## config.mk

```make
export PLATFORM = sky130hd
export DESIGN_NAME = ttdc_queue
export DESIGN_NICKNAME = d
export VERILOG_FILES = /design/src/hw/rtl/ttdc_pkg.sv /design/src/hw/rtl/ttdc_queue.sv
export SDC_FILE = /design/constraint.sdc
export NUM_CORES = 1
export LEC_CHECK = 0
export BUFFER_PORTS_ARGS = -buffer_cell sky130_fd_sc_hd__buf_2
export CAP_MARGIN = 0
export CELL_PAD_IN_SITES_DETAIL_PLACEMENT = 0
export CELL_PAD_IN_SITES_GLOBAL_PLACEMENT = 1
export CORE_MARGIN = 2
export CORE_UTILIZATION = 42
export DETAILED_ROUTE_END_ITERATION = 8
export PLACE_DENSITY_LB_ADDON = 0.1
export REMOVE_ABC_BUFFERS = 1
export SYNTH_ARGS = -nofsm -noshare
export SYNTH_HDL_FRONTEND = slang
export SYNTH_SLANG_ARGS = --single-unit
export TNS_END_PERCENT = 10
```

## constraint.sdc

```tcl
create_clock -name clk -period 2.5 [get_ports clk]
set_input_delay 0.125 -clock clk [delete_from_list [all_inputs] [get_ports clk]]
set_output_delay 0.125 -clock clk [all_outputs]
set_load 0.05 [all_outputs]
```

## src/hw/rtl/ttdc_pkg.sv

```systemverilog
package ttdc_pkg;

  localparam int COLUMNS_DEF     = 64;
  localparam int ROWS_DEF        = 16;
  localparam int QUEUE_DEPTH_DEF = 2;

  localparam int DATA_W   = 8;
  localparam int CODE_W   = 7;
  localparam int ADDR_W   = 10;
  localparam int CURSOR_W = 10;
  localparam int TOP_W    = 4;
  localparam int STROBE_BIT = 7;

  localparam logic [CODE_W-1:0] SPACE_CHAR = 7'h20;

  localparam logic [CODE_W-1:0] CODE_NUL        = 7'h00;
  localparam logic [CODE_W-1:0] CODE_IGNORE_A   = 7'h04;
  localparam logic [CODE_W-1:0] CODE_LEFT       = 7'h08;
  localparam logic [CODE_W-1:0] CODE_RIGHT      = 7'h09;
  localparam logic [CODE_W-1:0] CODE_DOWN       = 7'h0a;
  localparam logic [CODE_W-1:0] CODE_UP         = 7'h0b;
  localparam logic [CODE_W-1:0] CODE_PAGE_CLEAR = 7'h0c;
  localparam logic [CODE_W-1:0] CODE_CR         = 7'h0d;
  localparam logic [CODE_W-1:0] CODE_IGNORE_B   = 7'h18;
  localparam logic [CODE_W-1:0] CODE_IGNORE_C   = 7'h19;
  localparam logic [CODE_W-1:0] CODE_ERASE_LINE = 7'h1a;
  localparam logic [CODE_W-1:0] CODE_SCROLL     = 7'h1b;
  localparam logic [CODE_W-1:0] CODE_HOME       = 7'h1c;
  localparam logic [CODE_W-1:0] CODE_COL0       = 7'h1d;

  typedef enum logic [3:0] {
    OP_READ,
    OP_REPORT,
    OP_LEFT,
    OP_RIGHT,
    OP_DOWN,
    OP_UP,
    OP_CLEAR,
    OP_CR,
    OP_ERASE_LINE,
    OP_SCROLL,
    OP_HOME,
    OP_COL0,
    OP_CHAR
  } op_t;

  typedef struct packed {
    op_t               op;
    logic [CODE_W-1:0] code;
    logic [ADDR_W-1:0] addr;
  } cmd_t;

endpackage

```

## src/hw/rtl/ttdc_queue.sv

```systemverilog
module ttdc_queue #(
  parameter int DEPTH = ttdc_pkg::QUEUE_DEPTH_DEF
) (
  input  logic           clk,
  input  logic           rst_n,
  input  logic           push,
  input  ttdc_pkg::cmd_t push_entry,
  output logic           full,
  input  logic           pop,
  output logic           empty,
  output ttdc_pkg::cmd_t head
);

  localparam int PTR_W = (DEPTH > 1) ? $clog2(DEPTH) : 1;
  localparam int CNT_W = $clog2(DEPTH + 1);

  ttdc_pkg::cmd_t   slots [DEPTH];
  logic [PTR_W-1:0] wr_ptr_r;
  logic [PTR_W-1:0] wr_ptr_nxt;
  logic [PTR_W-1:0] rd_ptr_r;
  logic [PTR_W-1:0] rd_ptr_nxt;
  logic [CNT_W-1:0] count_r;
  logic [CNT_W-1:0] count_nxt;
  logic             do_push;
  logic             do_pop;

  assign full    = (count_r == CNT_W'(DEPTH));
  assign empty   = (count_r == '0);
  assign head    = slots[rd_ptr_r];
  assign do_push = push & ~full;
  assign do_pop  = pop & ~empty;

  always_comb begin
    wr_ptr_nxt = wr_ptr_r;
    rd_ptr_nxt = rd_ptr_r;
    count_nxt  = count_r;
    if (do_push) begin
      wr_ptr_nxt = (wr_ptr_r == PTR_W'(DEPTH - 1)) ? '0 : wr_ptr_r + 1'b1;
    end
    if (do_pop) begin
      rd_ptr_nxt = (rd_ptr_r == PTR_W'(DEPTH - 1)) ? '0 : rd_ptr_r + 1'b1;
    end
    if (do_push && !do_pop) begin
      count_nxt = count_r + 1'b1;
    end else if (do_pop && !do_push) begin
      count_nxt = count_r - 1'b1;
    end
  end

  always_ff @(posedge clk) begin
    if (do_push) begin
      slots[wr_ptr_r] <= push_entry;
    end
  end

  always_ff @(posedge clk) begin
    if (!rst_n) begin
      wr_ptr_r <= '0;
      rd_ptr_r <= '0;
      count_r  <= '0;
    end else begin
      wr_ptr_r <= wr_ptr_nxt;
      rd_ptr_r <= rd_ptr_nxt;
      count_r  <= count_nxt;
    end
  end

endmodule

```

==> reports/metrics.cfg <==
[pwr]
p_leak_nw = 0.823
power_mw = 2.45
vdd_drop_max_uv = 723
power_density_nw_per_um2 = 1130

[logic_synthesis]
yosysTopAreaCell = edfxtp_1
synth.distinct_cells = 20
synth_mux_area_share_pct = 13.6
synthesis.area_sq_um = 1740
yosysSeqAreaShare_pct = 78.2
synth_area_leaders = edfxtp_1, mux2_2, dfxtp_1, and2_1, xnor2_1
ys_ff_latch = 47
yosysWarnings = 0
synth_xor_area_share_pct = 1.51
synth_top_area_share_pct = 72.4
synth_area_per_cell_sq_um = 19.4
synthAdderAreaFrac_pct = 0.718
synthSimpleGateAreaFrac_pct = 3.16
synth_cells = 90
synth_top_family_by_area = multiplexers
synth_compound_area_share_pct = 1.87

[final_layout]
multiInputGateArea_sq_um = 369
nFillCells = 339
seq_area_sq_um = 1360
antenna_cells = 0
utilization_pct = 54.1
area_growth_pct = 24.2
nNetsFinal = 173
drive_gt1_share_pct = 54.1
final_common_cell = buf_2
layout_common_cells = buf_2, edfxtp_1, mux2_2, dfxtp_1, clkbuf_8

[setup_path]
required_ps = 2500
crit_type = flop to flop
crit_path_cell_trace = nand2b_1 > inv_2 > nor3_4 > buf_4
critPathTopFamily = simple AND/OR/NAND/NOR gates
crit_arrival_ps = 1730
r2r_start = count_r[0]
endpoint_kind = flop
crit_fanout = 12
slowest_delay_ps = 450
setup.worst_path.start = count_r[0]
path_buf_inv = 2
crit_slowest_cell = nor3_4
start_kind = flop

[sta]
max_freq_mhz = 575
period_share_pct = 69.5
grt_setup_unrepaired = false
setup_viol = 0
finalHoldViolCount = 0
report.final.slew_viol_count = 0
skew_ps = 7.94
slew_headroom_pct = 61.7
finalCriticalPeriod_ps = 1740
setup-tns-final_ps = 0
fin_ws_ps = 762
worst_slew_pin_slew_ps = 572
whs_ps = 15.0

[route]
vias_per_cell = 4.77
drtIter0Drc = 49
remaining_drc_errors = 0
wl_per_cell_microns = 14.6
drtAntennaViolNets = 0
via_count = 945
drt-total-wl_microns = 2900
firstDrtPassIters = 3

[clocking]
cts-resized-gates = 0
cts_buffers = 5
clk_latency_ps = 300
clock_sinks = 47
tritoncts = built
cts.htree.levels = 2
path_clk_slew_ps = 80
cts-root-buf = clkbuf_8
cts_buffer_depth = 2

[flow_run]
maxCapViolCount = 0

[global_route]
grt_max_degree = 22
grt_usage_pct = 13.7
antenna_found_initial = 0
grt_pass1_wl_microns = 4270
grt_pass1_vias = 923
grt-ovfl-total = 0

[place]
dp_hpwl_microns = 1980
place_ws_ps = 718
routabilityCongestion = 0.647
portBuffers = 47

[min_path]
hold_start = push_entry[5]
hold_class = input port to flop

[run_status]
outcome = complete, no violations

[floorplan]
die_area_sq_um = 4680
ios = 48
floorplan.rows = 23
die_w_microns = 68.4
die_h_microns = 68.4
core_sq_um = 4000
floorplan.initialDensity_pct = 43.5

cell usage after synthesis:
cell	n
edfxtp_1	42
mux2_2	21
dfxtp_1	5
and2_1	3
buf_2	2
nor2_1	2
xnor2_1	2
a21boi_0	1
a21boi_1	1
and3_1	1
ha_1	1
inv_1	1
inv_2	1
nand2b_1	1
nor3_2	1
o21a_1	1
o21ai_0	1
o21ai_1	1
or3_1	1
xor2_1	1
routing by layer:
layer	share of wire, %	up-vias	global-route usage [%]	wire length [microns]
li1	-	454	-	-
met1	40	456	14.4	1150
met2	51	30	22.4	1480
met3	6.7	5	5.92	195
met4	2.4	0	9.00	69
met5	0	-	0	0
worst paths after layout:
| check | slack, ps | endpoint | cells past startpoint |
|---|---|---|---|
| min | 20 | slots[1][5] | 1 |
| max reg2reg | 760 | slots[0][17] | 4 |
| min reg2reg | 530 | count_r[1] | 2 |
| max | 760 | slots[0][17] | 4 |
flip-flops by register name, summed over array words and instances (netlist names), named ones only:
| signal | cells |
|---|---|
| count_r | 2 |
| wr_ptr_r | 1 |
| rd_ptr_r | 1 |
| slots | 42 |
layout make-up:
| type | count | area share [%] |
|---|---|---|
| clock buffer | 6 | 3.35 |
| sequential | 47 | 62.9 |
| clock inverter | 2 | 0.578 |
| multi-input combinational | 39 | 17.1 |
| timing repair buffer | 52 | 12.8 |
| tap | 50 | 2.89 |
| inverter | 2 | 0.347 |
through the flow:
| stage | std cells | instance area (sq um) |
|---|---|---|
| floorplan | 88 | 1730 |
| global placement | 188 | 2060 |
| detailed placement | 188 | 2060 |
| CTS | 197 | 2150 |
| global route | 198 | 2160 |
| finish | 198 | 2160 |
logic make-up (layout without fill, tap and decap cells):
kind of cell             count (synthesis)  after routing
AND/OR/NAND/NOR                          9              9
multiplexers                            21             21
AO/OA/AOI/OAI                            5              5
adder cells (fa/ha/maj)                  1              1
buffers and inverters                    4             62
XOR/XNOR                                 3              3
flip-flops                              47             47
repair_timing:
action / in CTS / in global routing
hold buffers: 1 / 1
buffers inserted: 0 / 0
hold endpoints to repair: 2 / 2
report_power, final:
part / internal [mW] / switching (mW)
registers: 0.991 / 0.0403
logic: 0.293 / 0.693
clock network: 0.195 / 0.236
total: 1.48 / 0.970
No activity file was read; power rests on OpenSTA's default activity.
