<file path="src/hw/rtl/ttdc_pkg.sv">
package ttdc_pkg;

  localparam int COLUMNS_DEF     = 64;
  localparam int ROWS_DEF        = 16;
  localparam int QUEUE_DEPTH_DEF = 2;

  localparam int DATA_W   = 8;
  localparam int CODE_W   = 7;
  localparam int ADDR_W   = 10;
  localparam int CURSOR_W = 10;
  localparam int TOP_W    = 4;
  localparam int STROBE_BIT = 7;

  localparam logic [CODE_W-1:0] SPACE_CHAR = 7'h20;

  localparam logic [CODE_W-1:0] CODE_NUL        = 7'h00;
  localparam logic [CODE_W-1:0] CODE_IGNORE_A   = 7'h04;
  localparam logic [CODE_W-1:0] CODE_LEFT       = 7'h08;
  localparam logic [CODE_W-1:0] CODE_RIGHT      = 7'h09;
  localparam logic [CODE_W-1:0] CODE_DOWN       = 7'h0a;
  localparam logic [CODE_W-1:0] CODE_UP         = 7'h0b;
  localparam logic [CODE_W-1:0] CODE_PAGE_CLEAR = 7'h0c;
  localparam logic [CODE_W-1:0] CODE_CR         = 7'h0d;
  localparam logic [CODE_W-1:0] CODE_IGNORE_B   = 7'h18;
  localparam logic [CODE_W-1:0] CODE_IGNORE_C   = 7'h19;
  localparam logic [CODE_W-1:0] CODE_ERASE_LINE = 7'h1a;
  localparam logic [CODE_W-1:0] CODE_SCROLL     = 7'h1b;
  localparam logic [CODE_W-1:0] CODE_HOME       = 7'h1c;
  localparam logic [CODE_W-1:0] CODE_COL0       = 7'h1d;

  typedef enum logic [3:0] {
    OP_READ,
    OP_REPORT,
    OP_LEFT,
    OP_RIGHT,
    OP_DOWN,
    OP_UP,
    OP_CLEAR,
    OP_CR,
    OP_ERASE_LINE,
    OP_SCROLL,
    OP_HOME,
    OP_COL0,
    OP_CHAR
  } op_t;

  typedef struct packed {
    op_t               op;
    logic [CODE_W-1:0] code;
    logic [ADDR_W-1:0] addr;
  } cmd_t;

endpackage

</file>
<file path="src/hw/rtl/ttdc_front.sv">
module ttdc_front (
  input  logic                        clk,
  input  logic                        rst_n,
  input  logic                        in_valid,
  output logic                        in_stall,
  input  logic                        in_action,
  input  logic [ttdc_pkg::DATA_W-1:0] in_data_byte,
  input  logic [ttdc_pkg::ADDR_W-1:0] in_cell_address,
  input  logic                        q_full,
  input  logic                        back_busy,
  output logic                        q_push,
  output ttdc_pkg::cmd_t              q_entry
);

  logic [ttdc_pkg::DATA_W-1:0] latch_r;
  logic [ttdc_pkg::DATA_W-1:0] latch_nxt;
  logic [ttdc_pkg::CODE_W-1:0] code;
  ttdc_pkg::op_t               op;

  assign in_stall = q_full | back_busy;
  assign q_push   = in_valid & ~in_stall;
  assign code     = in_data_byte[ttdc_pkg::CODE_W-1:0];

  always_comb begin
    if (in_action) begin
      op = ttdc_pkg::OP_READ;
    end else if ((in_data_byte == latch_r) || !in_data_byte[ttdc_pkg::STROBE_BIT]) begin
      op = ttdc_pkg::OP_REPORT;
    end else begin
      case (code)
        ttdc_pkg::CODE_NUL,
        ttdc_pkg::CODE_IGNORE_A,
        ttdc_pkg::CODE_IGNORE_B,
        ttdc_pkg::CODE_IGNORE_C:   op = ttdc_pkg::OP_REPORT;
        ttdc_pkg::CODE_LEFT:       op = ttdc_pkg::OP_LEFT;
        ttdc_pkg::CODE_RIGHT:      op = ttdc_pkg::OP_RIGHT;
        ttdc_pkg::CODE_DOWN:       op = ttdc_pkg::OP_DOWN;
        ttdc_pkg::CODE_UP:         op = ttdc_pkg::OP_UP;
        ttdc_pkg::CODE_PAGE_CLEAR: op = ttdc_pkg::OP_CLEAR;
        ttdc_pkg::CODE_CR:         op = ttdc_pkg::OP_CR;
        ttdc_pkg::CODE_ERASE_LINE: op = ttdc_pkg::OP_ERASE_LINE;
        ttdc_pkg::CODE_SCROLL:     op = ttdc_pkg::OP_SCROLL;
        ttdc_pkg::CODE_HOME:       op = ttdc_pkg::OP_HOME;
        ttdc_pkg::CODE_COL0:       op = ttdc_pkg::OP_COL0;
        default:                   op = ttdc_pkg::OP_CHAR;
      endcase
    end
  end

  always_comb begin
    q_entry.op   = op;
    q_entry.code = code;
    q_entry.addr = in_cell_address;
  end

  always_comb begin
    latch_nxt = latch_r;
    if (q_push && !in_action) begin
      latch_nxt = in_data_byte;
    end
  end

  always_ff @(posedge clk) begin
    if (!rst_n) begin
      latch_r <= '0;
    end else begin
      latch_r <= latch_nxt;
    end
  end

endmodule

</file>
<file path="config.mk">
export PLATFORM = sky130hd
export DESIGN_NAME = ttdc_front
export DESIGN_NICKNAME = d
export VERILOG_FILES = /design/src/hw/rtl/ttdc_pkg.sv /design/src/hw/rtl/ttdc_front.sv
export SDC_FILE = /design/constraint.sdc
export NUM_CORES = 1
export LEC_CHECK = 0
export ABC_AREA = 1
export BUFFER_PORTS_ARGS = -buffer_cell sky130_fd_sc_hd__buf_2
export CAP_MARGIN = 40
export CORE_ASPECT_RATIO = 0.9
export CORE_UTILIZATION = 41
export DETAILED_ROUTE_END_ITERATION = 16
export GPL_ROUTABILITY_DRIVEN = 0
export PLACE_DENSITY = 0.79
export SLEW_MARGIN = 40
export SYNTH_ARGS = -nofsm -noshare
export SYNTH_HDL_FRONTEND = slang
export SYNTH_SLANG_ARGS = --single-unit
</file>
<file path="constraint.sdc">
create_clock -name clk -period 1.12 [get_ports clk]
set_input_delay 0.056 -clock clk [delete_from_list [all_inputs] [get_ports clk]]
set_output_delay 0.056 -clock clk [all_outputs]
set_load 0.02 [all_outputs]
</file>
==> impl_metrics.yaml <==
outcome:
  status: "finished, violations left"
  violations: "setup timing"
grt:
  grtUsageMet2_pct: 28.00
  busiest_layer: "met2"
  track_usage_pct: 17.80
  grt_pass1_wl_mm: 2.435
  grt_antenna_before_repair: 0
  met1_usage_pct: 20.42
  grt_pass1_vias: 575
  grt_max_degree: 16
  overflow: 0
  grt_util_met3_pct: 7.391
detailed_routing:
  drc_errors: 0
  firstDrtPassIters: 4
  viasPerCell: 4.851
  wl_per_cell_um: 10.30
  wirelength_mm: 1.525
  postRouteAntennaNets: 0
  vias: 718
  drtIter0Drc: 18
synthesis:
  synth_fa_ha_area_share_pct: 0
  synth_most_common_cell: "nand2_1"
  async_flop_share_pct: 0
  ys.flop_type: "dfxtp_1"
  yosysTopAreaCellShare_pct: 22.61
  muxShareOfSynthArea_pct: 0
  synth_top_family_by_area: "simple AND/OR/NAND/NOR gates"
  synthesis.area_sq_um: 708.2
  synth_cell_types: 20
  ys_warn_count: 0
  synthCells: 115
  synth_common_cells: "nand2_1, buf_4, nor2_1"
  synth_edf_count: 0
  synth-seq-cells: 8
  synth_top_area_cell: "dfxtp_1"
  postSynthAreaPerCell_sq_um: 6.158
  synth_xor_area_share_pct: 1.237
  syn-num-nets: 139
  ys_top_cells_by_area: "dfxtp_1, buf_4, nand2_1"
  synth-simple-area-share_pct: 32.69
  synth_compound_area_share_pct: 13.78
  seq_area_frac_synth_pct: 22.61
layout:
  largest_reg_flops: 8
  final.fill_count: 191
  fin_util_pct: 51.72
  area_delta_synth_final_pct: 11.66
  n_antenna_cell: 0
  largest-register: "latch_r"
  drive_above_1_share_pct: 41.27
  final_nets: 152
  reg_top3: "latch_r x8"
sta:
  min_period_over_period_pct: 123.3
  finalMaxSlewViolations: 0
  max-slew-margin-rel_pct: 84.49
  skew_ps: 0
  max_freq_mhz: 724.0
  finalCriticalPeriod_ps: 1381
  tightest_slew_ps: 231.9
  layout_setup_ws_ps: -261.3
  rsz0062_at_grt: "yes"
  setup_viol: 4
  hold_viol_final: 0
clock_tree:
  cts_setup_buffers: 0
  root_buffer: "clkbuf_4"
  postCtsHoldBufs: 0
  cts.clk_slew.worst_paths_ps: 60
  h-tree-depth: 1
  clock_path_buffers: 2
  clock_latency_ps: 260
  cts_made_buffers: 3
  numClockSinks: 8
  cts_tree: "built"
critical_path:
  crit_path_top_delay_cell: "dfxtp_2"
  cp_max_fo: 3
  cp_slowest_stage_delay_ps: 330
  startpoint_type: "register"
  critPathArrivalTime_ps: 1330
  end_kind: "output pin"
  required_ps: 1060
  path_class: "register to output pin"
  cp_common_cell: "nand2_1"
  crit_chain: "nand2_2, nand2_1, clkinv_1, nand2_1, nor2_1, nand2_1, nand3_2, nor2_1, buf_4"
  path_buf_inv: 2
  cp_top_family: "simple AND/OR/NAND/NOR gates"
floorplan:
  initial_utilization_pct: 46.32
  io_pins: 47
  die_w_um: 45.81
  die_area_sq_um: 1898
  die_h_um: 41.43
  num_rows: 13
  coreArea_sq_um: 1529
power:
  irDropWorstVdd_mv: 0.5731
  power.density_nw_per_um2: 951.5
  p_leak_nw: 0.4189
  total_power_w: 0.0007524
placed_design:
  dp_hpwl_mm: 1.138
  port_buffers: 26
min_path:
  hold_class: "primary input to register"
run:
  drv_cap: 0
==> cell families (layout without fill, tap and decap cells) <==
family	Yosys count	count (layout)
AOI/OAI and AO/OA	17	17
xor gates and xnor gates	1	1
buffers and inverters	37	48
and+or+nand+nor	52	52
DFF	8	8
==> report_power, final <==
part	total, W	switching [W]	internal, W
combinational	0.000214	0.000134	0.0000796
clock	0.000238	0.000115	0.000124
sequential	0.000300	0.00000491	0.000296
==> tightest hold or removal path, cell delays in order <==
cell and delay (ps):
buf_2 120, nand3_1 80, a21oi_1 60
==> cell usage in the layout (no fill, tap or decap), types with 3 or more instances in the layout <==
| cell | n |
|---|---|
| inv_1 | 9 |
| dfxtp_2 | 5 |
| o21ai_1 | 6 |
| dfxtp_1 | 3 |
| nand2_2 | 4 |
| a21oi_1 | 7 |
| nand3_1 | 4 |
| buf_2 | 22 |
| nor2_1 | 11 |
| inv_2 | 8 |
| nand2_1 | 27 |
| clkbuf_4 | 3 |
==> path summary, 6_finish.rpt <==
check                       start     endpoint  slack (ps)  depth (start not counted)
setup reg to reg       latch_r[3]   latch_r[3]         470                          2
setup / recovery       latch_r[0]  q_entry[18]        -260                          9
hold reg to reg        latch_r[7]   latch_r[7]         440                          2
hold / removal    in_data_byte[5]   latch_r[5]         100                          3
==> what timing repair did <==
action                     4_1_cts  5_1_grt
setup endpoints to repair        4        4
gates resized for setup         13        6
pin swaps                        2        5
==> area by class of cell <==
cell class / instances / area, sq um / share of cell area (%)
Sequential cell: 8 / 166.4 / 21.04
Clock buffer: 3 / 22.52 / 2.848
Multi-Input combinational cell: 70 / 355.3 / 44.94
Timing Repair Buffer: 26 / 147.6 / 18.67
Inverter: 19 / 71.32 / 9.019
Tap cell: 22 / 27.53 / 3.481
==> routing by layer <==
layer / share of wire [%] / up-vias
met3: 7.6 / 2
met1: 43 / 331
met4: 1.0 / 0
met5: 0 / -
met2: 48 / 24
li1: - / 361
==> through the flow <==
step	setup TNS, ps	instances	area [sq um]	setup WS, ps	hold WS (ps)
finish	-927.4	148	790.8	-261.3	97.48
global route	-1330	148	790.8	-344.0	100.2
CTS	-902.5	148	774.5	-238.3	92.11
detailed placement	0	145	726.9	8.328	112.1
global placement	0	145	726.9	16.89	112.1
floorplan	0	115	708.2	61.91	197.8
(Power assumes the default switching activity.)
